**src/rtl/pma_pkg.sv**
```systemverilog
package pma_pkg;

  // Ring capacity and derived widths
  localparam int MaxWindow   = 256;
  localparam int DataW       = 32;
  localparam int CfgW        = 9;
  localparam int SlotW       = $clog2(MaxWindow);
  localparam int SizeW       = $clog2(MaxWindow + 1);
  localparam int SumW        = DataW + SlotW;
  localparam int MulW        = SizeW + 1 + DataW;
  localparam int CmpW        = (CfgW > SizeW) ? CfgW : SizeW;
  localparam logic [CfgW-1:0] WindowReset = CfgW'(16);

  // Front-to-back queue depth
  localparam int QDepth = 2;
  localparam int QPtrW  = (QDepth > 1) ? $clog2(QDepth) : 1;
  localparam int QCntW  = $clog2(QDepth + 1);

  // Operation decided by the front end
  typedef enum logic [1:0] {
    OpClear,
    OpPrime,
    OpUpdate
  } op_e;

  typedef struct packed {
    op_e              op;
    logic [DataW-1:0] sample;
  } item_t;

  // Window size as used: zero acts as one, large values saturate
  function automatic logic [SizeW-1:0] eff_size(input logic [CfgW-1:0] w);
    logic [CmpW-1:0] ext;
    logic [SizeW-1:0] ret;
    ext = CmpW'(w);
    if (ext == '0) begin
      ret = SizeW'(1);
    end else if (ext > CmpW'(MaxWindow)) begin
      ret = SizeW'(MaxWindow);
    end else begin
      ret = SizeW'(ext);
    end
    return ret;
  endfunction

endpackage

```
**src/rtl/pma_queue.sv**
```systemverilog
module pma_queue (
  input  logic           clk_i,
  input  logic           rst_ni,
  input  logic           push_valid_i,
  input  pma_pkg::item_t push_item_i,
  output logic           push_ready_o,
  output logic           pop_valid_o,
  output pma_pkg::item_t pop_item_o,
  input  logic           pop_ready_i
);

  pma_pkg::item_t              mem_q [pma_pkg::QDepth];
  logic [pma_pkg::QPtrW-1:0]   wr_q, wr_d, rd_q, rd_d;
  logic [pma_pkg::QCntW-1:0]   cnt_q, cnt_d;
  logic                        push, pop;

  assign push_ready_o = (cnt_q != pma_pkg::QCntW'(pma_pkg::QDepth));
  assign pop_valid_o  = (cnt_q != '0);
  assign pop_item_o   = mem_q[rd_q];
  assign push         = push_valid_i & push_ready_o;
  assign pop          = pop_ready_i & pop_valid_o;

  // Pointer and fill count update
  always_comb begin
    wr_d  = wr_q;
    rd_d  = rd_q;
    cnt_d = cnt_q;
    if (push) begin
      wr_d = (wr_q == pma_pkg::QPtrW'(pma_pkg::QDepth - 1)) ? '0 : wr_q + 1'b1;
    end
    if (pop) begin
      rd_d = (rd_q == pma_pkg::QPtrW'(pma_pkg::QDepth - 1)) ? '0 : rd_q + 1'b1;
    end
    if (push && !pop) begin
      cnt_d = cnt_q + 1'b1;
    end else if (pop && !push) begin
      cnt_d = cnt_q - 1'b1;
    end
  end

  always_ff @(posedge clk_i or negedge rst_ni) begin
    if (!rst_ni) begin
      wr_q  <= '0;
      rd_q  <= '0;
      cnt_q <= '0;
    end else begin
      wr_q  <= wr_d;
      rd_q  <= rd_d;
      cnt_q <= cnt_d;
    end
  end

  // Entry storage
  always_ff @(posedge clk_i) begin
    if (push) begin
      mem_q[wr_q] <= push_item_i;
    end
  end

endmodule

```
**config.mk**
```make
export PLATFORM = sky130hd
export DESIGN_NAME = pma_queue
export DESIGN_NICKNAME = d
export VERILOG_FILES = /design/src/rtl/pma_pkg.sv /design/src/rtl/pma_queue.sv
export SDC_FILE = /design/constraint.sdc
export NUM_CORES = 1
export LEC_CHECK = 0
export BUFFER_PORTS_ARGS = -buffer_cell sky130_fd_sc_hd__clkbuf_2
export CORE_ASPECT_RATIO = 1.4
export CORE_MARGIN = 2
export CORE_UTILIZATION = 52
export DETAILED_ROUTE_END_ITERATION = 8
export PLACE_DENSITY = 0.89
export SYNTH_ARGS = -nofsm -noshare
export SYNTH_HDL_FRONTEND = slang
export SYNTH_SLANG_ARGS = --single-unit
```
**constraint.sdc**
```tcl
create_clock -name clk_i -period 3.15 [get_ports clk_i]
set_input_delay 0.315 -clock clk_i [delete_from_list [all_inputs] [get_ports clk_i]]
set_output_delay 0.315 -clock clk_i [all_outputs]
set_load 0.01 [all_outputs]
```
-- After elaboration in Yosys (flattened, before gate mapping)
Memories as Yosys holds them, arrays and structs flattened.
Index checks and enable logic that the tools add are counted.
- input bits: 38
- memories kept: 1
- memory bits (writable): 68
- logic and storage cells: 23
- output and inout bits: 36
- bits in registers: 4
- bits in latches: 0
- ROM bits: 0
- $lt $le $gt $ge: 0
- shift operators: 0
- div/mod/pow operators: 0
- reductions and logical operators: 6
- equal/unequal tests: 1
- multiplexer cells: 6
- add/subtract/negate cells: 4
- bitwise operators: 2
- multiply operators: 0
- memories (memory ; words ; width ; rd ports ; clocked after Yosys merged registers in ; wr ports ; line ; source):
    mem_q ; 2 ; 34 ; 1 ; 0 ; 1 ; pma_queue.sv:12 ; pma_pkg::item_t mem_q [pma_pkg::QDepth];
- operators with widths (cell ; number):
    $mux 1 ; 4
    $mux 2 ; 2
    $reduce_bool 2->1 ; 2
    $add 1x1->1 const B ; 2
    $add 2x1->2 const B ; 1
    $and 1x1->1 ; 2
    $logic_and 1x1->1 ; 2
    $logic_not 1->1 ; 2
    $ne 2x2->1 const B ; 1
    $sub 2x1->2 const B ; 1

-- Longest topological paths before layout
- depth in word-level cells: 6
- gate-level depth with buffers: 7
- depth with buffers taken out: 7

-- Worst setup path after synthesis
OpenSTA, ideal clock, no wires.
- path kind: flip-flop to flip-flop
- from: register cnt_q[0] (netlist name)
- to: memory mem_q[0][0] (netlist name), enable pin
- data required time: 2.725 ns
- slack: 0.588 ns
- path buffers: 0
- stages on the path, launching flop included: 4
- library setup time: 0.425 ns
- clock period less this slack: 2.562 ns
- arrival: 2.137 ns
- cell sequence: dfrtp_1 > nand2b_1 > nand2_1 > nor2_1
- cells in the longest elaborated chain, start to end: 4
- ends and longest elaborated chain (item ; line ; source):
    start: declaration ; pma_queue.sv:14 ; logic [pma_pkg::QCntW-1:0] cnt_q, cnt_d;
    start signal: assignment ; pma_queue.sv:49 ; cnt_q <= cnt_d;
    $ne 2x2->1 ; pma_queue.sv:17 ; assign push_ready_o = (cnt_q != pma_pkg::QCntW'(pma_pkg::QDepth));
    named net push_ready_o ; pma_queue.sv:6 ; output logic push_ready_o,
    $and 1x1->1 ; pma_queue.sv:20 ; assign push = push_valid_i & push_ready_o;
    $mux 1 ; pma_queue.sv:55 ; if (push) begin
    $mux 1 (implied by the code) ; pma_queue.sv:56 ; mem_q[wr_q] <= push_item_i;
    end: declaration ; pma_queue.sv:12 ;
The timed path passes the listed nets, and every way through them passes these cells.

==> impl_metrics.ini <==
[worst_hold_path]
holdPathStages = 1
worstHoldEndpoint = mem_q[1][14]
hp-start = push_item_i[14]
hold_class = input pin to flip-flop

[die]
coreArea_mm2 = 0.005197
start_util = 0.5385
ios = 74
die_height_um = 90.81
die_w_um = 66.01
fp-row-count = 31
dieArea_mm2 = 0.005994

[logic_synthesis]
postSynthNetCount = 163
yosys_warnings = 0
synth_top_cell_by_area = edfxtp_1
syn_area_mm2 = 0.002799
syn-instance-count = 124
synth.yosys.seq_area_share = 0.7653
synth_area_leaders = edfxtp_1 (73%), mux2_4 (16%), dfrtp_1 (3.6%), buf_12 (2.1%), mux2_2 (2.0%)
ys_seq_elements = 72
synth_top_area_share = 0.7295
ys_types = 15
syn_area_per_cell_um2 = 22.57

[routing]
drt_wl_total_mm = 4.295
ant_nets = 0
via_per_inst = 4.892
vias = 1355
wl_per_cell_um = 15.51
drc = 0
drt_pass1_iterations = 4
drtIter0Drc = 44

[cts]
root_buffer = clkbuf_8
cts.clk_slew.worst_paths_ns = 0.07
h-tree-depth = 3
insertion_delay_ns = 0.33
cts_buffer_depth = 2
cts_tree = done
cts.sinks = 72
cts_inserted_buffers = 9

[worst_setup_path]
reg2reg_slack_ns = 1.26
crit_type = flip-flop to output pin
crit_path_end_kind = output pin
cp-start-kind = flip-flop
critPathArrivalTime_ns = 1.90
r2r_start = cnt_q[0]
cp_slowest_stage_delay_ns = 0.64
crit_buf_inv = 2
worstPathRequired_ns = 2.83
crit_chain = buf_4, mux2_4, clkbuf_2
cp_top_family = flip-flops
reg2reg_depth = 3
cp_max_fo = 20
r2r_end = mem_q[0][2]
crit_slowest_cell = dfrtp_2
startpoint = rd_q

[power]
power.density_mw_per_mm2 = 927.7
power_leakage_nw = 1.397
vdd_drop_max_mv = 0.9027

[grt]
grt_max_degree = 35
grt_pass1_vias = 1432
grt_pass1_wl_mm = 6.727
grt-ovfl-total = 0
grt_usage = 0.1587
grt_antenna_before_repair = 0

[timing]
setup_tns_ns = 0
maxSlewHeadroom = 0.3456
fin_crit_ns = 2.210
max_freq_ghz = 0.4525
tightestPinTransition_ns = 0.9792
skew_ns = 0.004712
hold_viol = 0
timing.final.crit_share = 0.7016
rsz0062_at_grt = no
finalMaxSlewViolations = 0
whs_ns = 0.1640
setup_viol = 0

[outcome]
outcome = finished clean

[layout]
design_area_mm2 = 0.003406
syn_to_final_growth_pct = 21.68
final_core_util = 0.6553
fillers = 380
nets = 245
drive_above_1_share = 0.5782
antenna_cells = 0

[placed_design]
port-buffer-count = 73
postPlaceCellArea_mm2 = 0.003193
dp.final_hpwl_mm = 2.859
gp_congestion = 0.6880

[job]
drv_cap = 0
## flip-flops by register name (all words and copies together), names as in the netlist
| name | count |
|---|---|
| rd_q | 1 |
| cnt_q | 2 |
| wr_q | 1 |
| mem_q | 68 |
## timing repair
item                                   CTS  global route
resized for setup                        0             0
hold buffers                             1             0
buffers inserted                         0             0
endpoints found under the hold margin    4             0
## kinds of logic after synthesis
logic type	share of synthesized area
muxes	0.1757
DFF	0.7653
and+or+nand+nor	0.01208
buffers and inverters	0.02682
adders and majority gates	0.004470
xor gates and xnor gates	0.01565
## area by class of cell
cell class,count,area [um2],area share
flip-flops and latches,72,2143,0.6293
clock inverters,5,71.32,0.02094
clock buffers,11,131.4,0.03857
inverters,1,3.754,0.001102
well taps,66,82.58,0.02425
repair buffers,75,382.9,0.1124
multi-input cells,47,590.6,0.1734
## Yosys cell counts
library cell	n
nand2_1	2
dfrtp_1	4
inv_1	1
mux2_2	5
xnor2_1	3
nor2_1	2
buf_12	3
edfxtp_1	68
and3_1	1
mux2_4	29
nand2b_1	1
xor2_1	2
buf_6	1
ha_1	1
or2_1	1
## per-stage QoR
| step | power, mW | setup slack [ns] | instances |
|---|---|---|---|
| after floorplan | 2.206 | 0.5881 | 124 |
| after global routing | 3.316 | 0.8426 | 277 |
| after detailed placement | 2.457 | 1.261 | 260 |
| final | 3.160 | 0.9398 | 277 |
| after CTS | 3.203 | 0.8966 | 277 |
| after global placement | 2.423 | 1.289 | 260 |
## layer usage
layer  vias up  part of all wire  wire [um]  GRT usage
li1        643                 -          -          -
met1       655              0.36       1561     0.1608
met2        45              0.55       2361     0.2744
met3        12             0.059        253    0.05362
met4         0             0.028        119    0.09184
met5         -                 0          0          0
## report_power, final
group	internal (mW)	switching, mW	total, mW
Combinational	0.515	0.471	0.987
Clock	0.438	0.302	0.740
Sequential	1.32	0.115	1.43
Total	2.27	0.887	3.16
## how the worst max path moves through the flow
stage,end,depth (start not counted)
after floorplan,mem_q[0][0],3
after global placement,pop_item_o[10],3
after detailed placement,mem_q[0][27],3
after CTS,pop_item_o[5],3
after global routing,pop_item_o[24],3
final,pop_item_o[10],3
## cells in the final DEF (no fill, tap or decap), drive strengths merged
cell	count
dlygate4sd3	1
nand2	2
nand2b	1
xor2	2
ha	1
mux2	34
xnor2	3
inv	1
nor2	2
bufinv	2
clkbuf	84
dfrtp	4
buf	1
edfxtp	68
or2	1
and3	1
clkinv	3
Note: power is estimated with default switching activity, not from simulation.
