--- src/rtl/pma_pkg.sv ---
package pma_pkg;

  // Ring capacity and derived widths
  localparam int MaxWindow   = 256;
  localparam int DataW       = 32;
  localparam int CfgW        = 9;
  localparam int SlotW       = $clog2(MaxWindow);
  localparam int SizeW       = $clog2(MaxWindow + 1);
  localparam int SumW        = DataW + SlotW;
  localparam int MulW        = SizeW + 1 + DataW;
  localparam int CmpW        = (CfgW > SizeW) ? CfgW : SizeW;
  localparam logic [CfgW-1:0] WindowReset = CfgW'(16);

  // Front-to-back queue depth
  localparam int QDepth = 2;
  localparam int QPtrW  = (QDepth > 1) ? $clog2(QDepth) : 1;
  localparam int QCntW  = $clog2(QDepth + 1);

  // Operation decided by the front end
  typedef enum logic [1:0] {
    OpClear,
    OpPrime,
    OpUpdate
  } op_e;

  typedef struct packed {
    op_e              op;
    logic [DataW-1:0] sample;
  } item_t;

  // Window size as used: zero acts as one, large values saturate
  function automatic logic [SizeW-1:0] eff_size(input logic [CfgW-1:0] w);
    logic [CmpW-1:0] ext;
    logic [SizeW-1:0] ret;
    ext = CmpW'(w);
    if (ext == '0) begin
      ret = SizeW'(1);
    end else if (ext > CmpW'(MaxWindow)) begin
      ret = SizeW'(MaxWindow);
    end else begin
      ret = SizeW'(ext);
    end
    return ret;
  endfunction

endpackage

--- src/rtl/pma_front.sv ---
module pma_front (
  input  logic                         clk_i,
  input  logic                         rst_ni,
  input  logic                         s_axis_tvalid_i,
  output logic                         s_axis_tready_o,
  input  logic [pma_pkg::DataW-1:0]    s_axis_tdata_i,  // [31:0] sample
  input  logic                         s_axis_tuser_i,  // [0] mode
  input  logic                         cfg_we_i,
  input  logic [pma_pkg::CfgW-1:0]     cfg_wdata_i,
  output logic                         push_valid_o,
  output pma_pkg::item_t               push_item_o,
  input  logic                         push_ready_i,
  output logic [pma_pkg::SizeW-1:0]    n_o
);

  logic                      cleared_q, cleared_d;
  logic [pma_pkg::CfgW-1:0]  window_q, window_d;
  logic                      accept;

  // Accept whenever the queue has room
  assign s_axis_tready_o = push_ready_i;
  assign push_valid_o    = s_axis_tvalid_i;
  assign accept          = s_axis_tvalid_i & push_ready_i;
  assign n_o             = pma_pkg::eff_size(window_q);

  // Classify: clear, first sample after a clear, or ordinary sample
  always_comb begin
    push_item_o.sample = s_axis_tdata_i;
    if (s_axis_tuser_i) begin
      push_item_o.op = pma_pkg::OpClear;
    end else if (cleared_q) begin
      push_item_o.op = pma_pkg::OpPrime;
    end else begin
      push_item_o.op = pma_pkg::OpUpdate;
    end
  end

  // Unprimed flag and window register; a window write also unprimes
  always_comb begin
    cleared_d = cleared_q;
    window_d  = window_q;
    if (cfg_we_i) begin
      window_d  = cfg_wdata_i;
      cleared_d = 1'b1;
    end else if (accept) begin
      cleared_d = s_axis_tuser_i;
    end
  end

  always_ff @(posedge clk_i or negedge rst_ni) begin
    if (!rst_ni) begin
      cleared_q <= 1'b1;
      window_q  <= pma_pkg::WindowReset;
    end else begin
      cleared_q <= cleared_d;
      window_q  <= window_d;
    end
  end

endmodule

--- config.mk ---
export PLATFORM = sky130hd
export DESIGN_NAME = pma_front
export DESIGN_NICKNAME = d
export VERILOG_FILES = /design/src/rtl/pma_pkg.sv /design/src/rtl/pma_front.sv
export SDC_FILE = /design/constraint.sdc
export NUM_CORES = 1
export LEC_CHECK = 0
export BUFFER_PORTS_ARGS = -buffer_cell sky130_fd_sc_hd__buf_2
export CORE_ASPECT_RATIO = 0.75
export CORE_MARGIN = 2
export CORE_UTILIZATION = 32
export CTS_CLUSTER_SIZE = 30
export DETAILED_ROUTE_END_ITERATION = 7
export GPL_TIMING_DRIVEN = 0
export PLACE_DENSITY = 0.8
export SLEW_MARGIN = 20
export SYNTH_ARGS = -nofsm -noshare
export SYNTH_HDL_FRONTEND = slang
export SYNTH_SLANG_ARGS = --single-unit
--- constraint.sdc ---
create_clock -name clk_i -period 1.84 [get_ports clk_i]
set_input_delay 0.368 -clock clk_i [delete_from_list [all_inputs] [get_ports clk_i]]
set_output_delay 0.368 -clock clk_i [all_outputs]
set_load 0.05 [all_outputs]
======== Word-level counts from Yosys, hierarchy flattened ========
Index checks and enable logic that the tools add are counted.
word-level totals
  input port bits ......................... 47
  output and inout port bits .............. 45
  register bits ........................... 10
  logic and storage cells ................. 12
operators by class
  reductions and logical operators ........ 2
  bitwise operators ....................... 1
  order comparisons ....................... 1
  multiplexer cells ....................... 6
operator list
  kind                                                   count
  9-bit two-way mux                                      2
  9-bit greater-than comparator (second input constant)  1
  9-bit logical NOT                                      1
  2-bit two-way mux                                      2
  1-bit two-way mux                                      2
  2-bit nonzero test                                     1
  1-bit AND                                              1

======== Longest topological paths before layout ========
  word-level depth ........................ 3
  mapped depth ............................ 3
  gate-level depth less buffers ........... 2

======== Worst setup path after synthesis ========
No wires, ideal clock.
  kind .................................... register to output
  from .................................... register window_q[8] in the netlist's numbering
  to ...................................... output n_o[0] in the netlist's numbering
  setup slack ............................. 14 ps
  stages on the path, launching flop included .. 4
  arrival ................................. 1458 ps
  path through ............................ dfrtp_1 buf_6 or4_4 o22ai_2
on the way
  longest elaborated chain between the ends .. 3
  elaborated cells between the ends (all ways) .. 4
RTL lines
  item                           line             RTL
  start: declaration             pma_front.sv:17  logic [pma_pkg::CfgW-1:0] window_q, window_d;
  start signal: assignment       pma_front.sv:53  window_q <= pma_pkg::WindowReset;
  start signal: assignment       pma_front.sv:56  window_q <= window_d;
  9-bit greater-than comparator  pma_pkg.sv:38    end else if (ext > CmpW'(MaxWindow)) begin
  9-bit two-way mux              pma_pkg.sv:38
  9-bit two-way mux *            pma_pkg.sv:36    if (ext == '0) begin
  end: declaration               pma_front.sv:13  output logic [pma_pkg::SizeW-1:0] n_o
Every way passes the cells marked *; elsewhere a longest branch is shown, timed or not.

======== Final worst setup path ========
  from .................................... register window_q[4] in the netlist's numbering
  to ...................................... output n_o[0] in the netlist's numbering
Same word-level chain as after synthesis.

==> flow_metrics.env <==
export IMPL_synth_cells=72
export IMPL_final_min_period_over_clock_period=0.993
export IMPL_clk_pin_slew_ns=0.06
export IMPL_synthArstFlopShare=1.00
export IMPL_yosys_warnings=0
export IMPL_drv_max_cap_violation_count=0
export IMPL_grt_antenna_before_repair=0
export IMPL_final_hold_violation_count=0
export IMPL_arrival_ns=1.46
export IMPL_drt_antenna_violating_nets=0
export IMPL_drive_above_1_share=0.827
export IMPL_synth_top_cells_by_area="sky130_fd_sc_hd__buf_4 (35%), sky130_fd_sc_hd__dfrtp_1 (27%), sky130_fd_sc_hd__mux2_2 (12%), sky130_fd_sc_hd__dfstp_2 (7.2%), sky130_fd_sc_hd__nor2b_1 (6.8%)"
export IMPL_worstSetupEndpointType="output port"
export IMPL_tightestPinTransition_ns=0.256
export IMPL_yosys_cell_count_top_type="sky130_fd_sc_hd__buf_4"
export IMPL_clk_latency_ns=0.25
export IMPL_crit_reg2reg_capture="window_q[5]"
export IMPL_die_h_um=45.5
export IMPL_fin_nets=188
export IMPL_route_final_wire_length_mm=1.66
export IMPL_port_buffers=59
export IMPL_synth_distinct_cells=17
export IMPL_worstPathMaxFanout=3
export IMPL_p_per_area_nw_per_um2=731
export IMPL_grt_pass1_vias=579
export IMPL_vdd_ir_drop_worst_v=0.000407
export IMPL_p_leak_nw=0.638
export IMPL_numClockSinks=10
export IMPL_vias=691
export IMPL_data_required_time_at_the_worst_endpoint_ns=1.47
export IMPL_num_antenna_cells=0
export IMPL_floorplan_die_area_um2=2690
export IMPL_core_area_um2=2080
export IMPL_fillers=201
export IMPL_mappedNetlistNets=119
export IMPL_count_of_final_setup_violators=0
export IMPL_first_iter_violations=2
export IMPL_timing_max_transition_violations_final=0
export IMPL_setup_worst_path_end="n_o[0]"
export IMPL_detailedRoute_firstPassIterationCount=2
export IMPL_reg2reg_slack_ns=0.85
export IMPL_utilization=0.541
export IMPL_start_kind="flip-flop"
export IMPL_synth_top_area_cell="sky130_fd_sc_hd__buf_4"
export IMPL_synth_edff_count=0
export IMPL_synth_sequential_area_ratio=0.345
export IMPL_timing_hold_ws_ns=0.337
export IMPL_global_route_wire_length_before_repair_mm=2.33
export IMPL_gr_total_overflow=0
export IMPL_total_grt_usage=0.115
export IMPL_htree_levels=1
export IMPL_die_width_um=59.3
export IMPL_worstSetupPathType="reg2out"
export IMPL_route_detailed_vias_per_inst=4.24
export IMPL_clk_buf_depth=2
export IMPL_min_delay_path_class="in2reg"
export IMPL_netlist_area_leader_share=0.348
export IMPL_grt_max_degree=11
export IMPL_post_dp_hpwl_mm=1.41
export IMPL_worst_r2r_cell_count=3
export IMPL_rsz0062_at_grt="true"
export IMPL_synth_ff_latch_count=10
export IMPL_netlist_area_um2=733
export IMPL_clk_root_buffer_cell="sky130_fd_sc_hd__clkbuf_4"
export IMPL_routabilityCongestion=0.616
export IMPL_std_cell_rows=14
export IMPL_run_status="complete, no violations"
export IMPL_initial_utilization=0.352
export IMPL_setup_skew_after_layout_ns=0
export IMPL_setup_total_negative_slack_ns=0
export IMPL_r2r_start="window_q[5]"
export IMPL_most_used_standard_cells_in_the_synthesized_netlist="sky130_fd_sc_hd__buf_4 (34), sky130_fd_sc_hd__dfrtp_1 (8), sky130_fd_sc_hd__mux2_2 (8), sky130_fd_sc_hd__nor2b_1 (8), sky130_fd_sc_hd__dfstp_2 (2)"
export IMPL_synth_main_ff_cell="sky130_fd_sc_hd__dfrtp_1"
export IMPL_cts_tree="yes"
export IMPL_wl_per_cell_um=10.2
export IMPL_worstSetupStartpoint="window_q[4]"
export IMPL_fin_total_pwr_uw=824
export IMPL_timing_final_crit_period_ns=1.83
export IMPL_synth_avg_cell_area_um2=10.2
export IMPL_timing_max_slew_rel_slack=0.831
export IMPL_drcViolationCount=0
export IMPL_synthToLayoutAreaGrowth_pct=53.8
export IMPL_cts_made_buffers=3
export IMPL_fmax_mhz=547
export IMPL_design_portCount=92
## kinds of logic (layout without fill, tap and decap cells)
logic type | count (synthesis) | after routing | share of synthesized area
AND/OR/NAND/NOR | 12 | 12 | 0.104
AO/OA/AOI/OAI | 4 | 4 | 0.0478
buffers and inverters | 38 | 105 | 0.381
multiplexers | 8 | 8 | 0.123
flip-flops | 10 | 10 | 0.345
## layout make-up
class                           instances  area, µm²  area share
Buffer                                 36        264       0.234
Clock buffer                            3       22.5      0.0200
Inverter                                1       3.75     0.00333
Tap cell                               24       30.0      0.0266
Multi-Input combinational cell         24        205       0.182
Sequential cell                        10        253       0.224
Timing Repair Buffer                   65        349       0.310
## report_power, final
group / switching, mW / internal, mW
clock network: 0.0607 / 0.0747
logic: 0.285 / 0.146
registers: 0.0133 / 0.244
## cells in the final DEF, fill, tap and decap left out
| cell type | n |
|---|---|
| sky130_fd_sc_hd__o22ai_2 | 1 |
| sky130_fd_sc_hd__clkbuf_4 | 3 |
| sky130_fd_sc_hd__buf_2 | 59 |
| sky130_fd_sc_hd__buf_6 | 1 |
| sky130_fd_sc_hd__dfrtp_1 | 8 |
| sky130_fd_sc_hd__a311o_1 | 1 |
| sky130_fd_sc_hd__nor2_1 | 1 |
| sky130_fd_sc_hd__inv_1 | 1 |
| sky130_fd_sc_hd__mux2_2 | 8 |
| sky130_fd_sc_hd__dlygate4sd3_1 | 1 |
| sky130_fd_sc_hd__or4_4 | 2 |
| sky130_fd_sc_hd__o21ai_0 | 1 |
| sky130_fd_sc_hd__clkbuf_1 | 1 |
| sky130_fd_sc_hd__dfstp_2 | 2 |
| sky130_fd_sc_hd__buf_4 | 39 |
| sky130_fd_sc_hd__a21boi_0 | 1 |
| sky130_fd_sc_hd__nor2b_1 | 8 |
| sky130_fd_sc_hd__nand2_1 | 1 |
## metrics by stage
stage,setup slack [ns],cells,area [µm²]
2_1_floorplan,0.0140,72,733
3_3_place_gp,0.0557,155,1060
3_5_place_dp,0.0634,155,1060
4_1_cts,-0.0240,161,1110
5_1_grt,-0.0416,163,1130
6_report,0.0125,163,1130
## layer usage
metal	global-route usage	part of all wire	wire length, µm	up-vias
li1	-	-	-	332
met1	0.110	0.32	536	309
met2	0.237	0.54	902	50
met3	0.0256	0.13	224	0
met4	0.0409	0	0	0
met5	0	0	0	-
## repair_timing
| action | in CTS | in global routing |
|---|---|---|
| endpoints found under the hold margin | 8 | 0 |
| cloned | 0 | 0 |
| resized for setup | 2 | 1 |
| endpoints found under the setup margin | 1 | 1 |
| pin swaps | 2 | 1 |
| hold buffers | 1 | 0 |
| setup buffers | 2 | 3 |
## state kept, by name, summed over array words and instances (netlist names)
| register | flops |
|---|---|
| cleared_q | 1 |
| window_q | 9 |
## how the worst min path moves through the flow
stage / depth (start not counted) / slack (ns) / start / endpoint
floorplan: 0 / 0.07 / rst_ni / window_q[0]
global placement: 1 / 0.24 / rst_ni / window_q[1]
detailed placement: 1 / 0.24 / rst_ni / window_q[6]
CTS: 3 / 0.33 / cfg_wdata_i[0] / window_q[0]
global route: 3 / 0.33 / cfg_wdata_i[0] / window_q[0]
finish: 3 / 0.34 / cfg_wdata_i[0] / window_q[0]
## worst max-delay path, cell delays in order, from the launching register on
cell and delay, ns:
sky130_fd_sc_hd__dfstp_2 0.37, sky130_fd_sc_hd__or4_4 0.52, sky130_fd_sc_hd__o22ai_2 0.14, sky130_fd_sc_hd__buf_6 0.18
No activity file was read; power rests on OpenSTA's default activity.
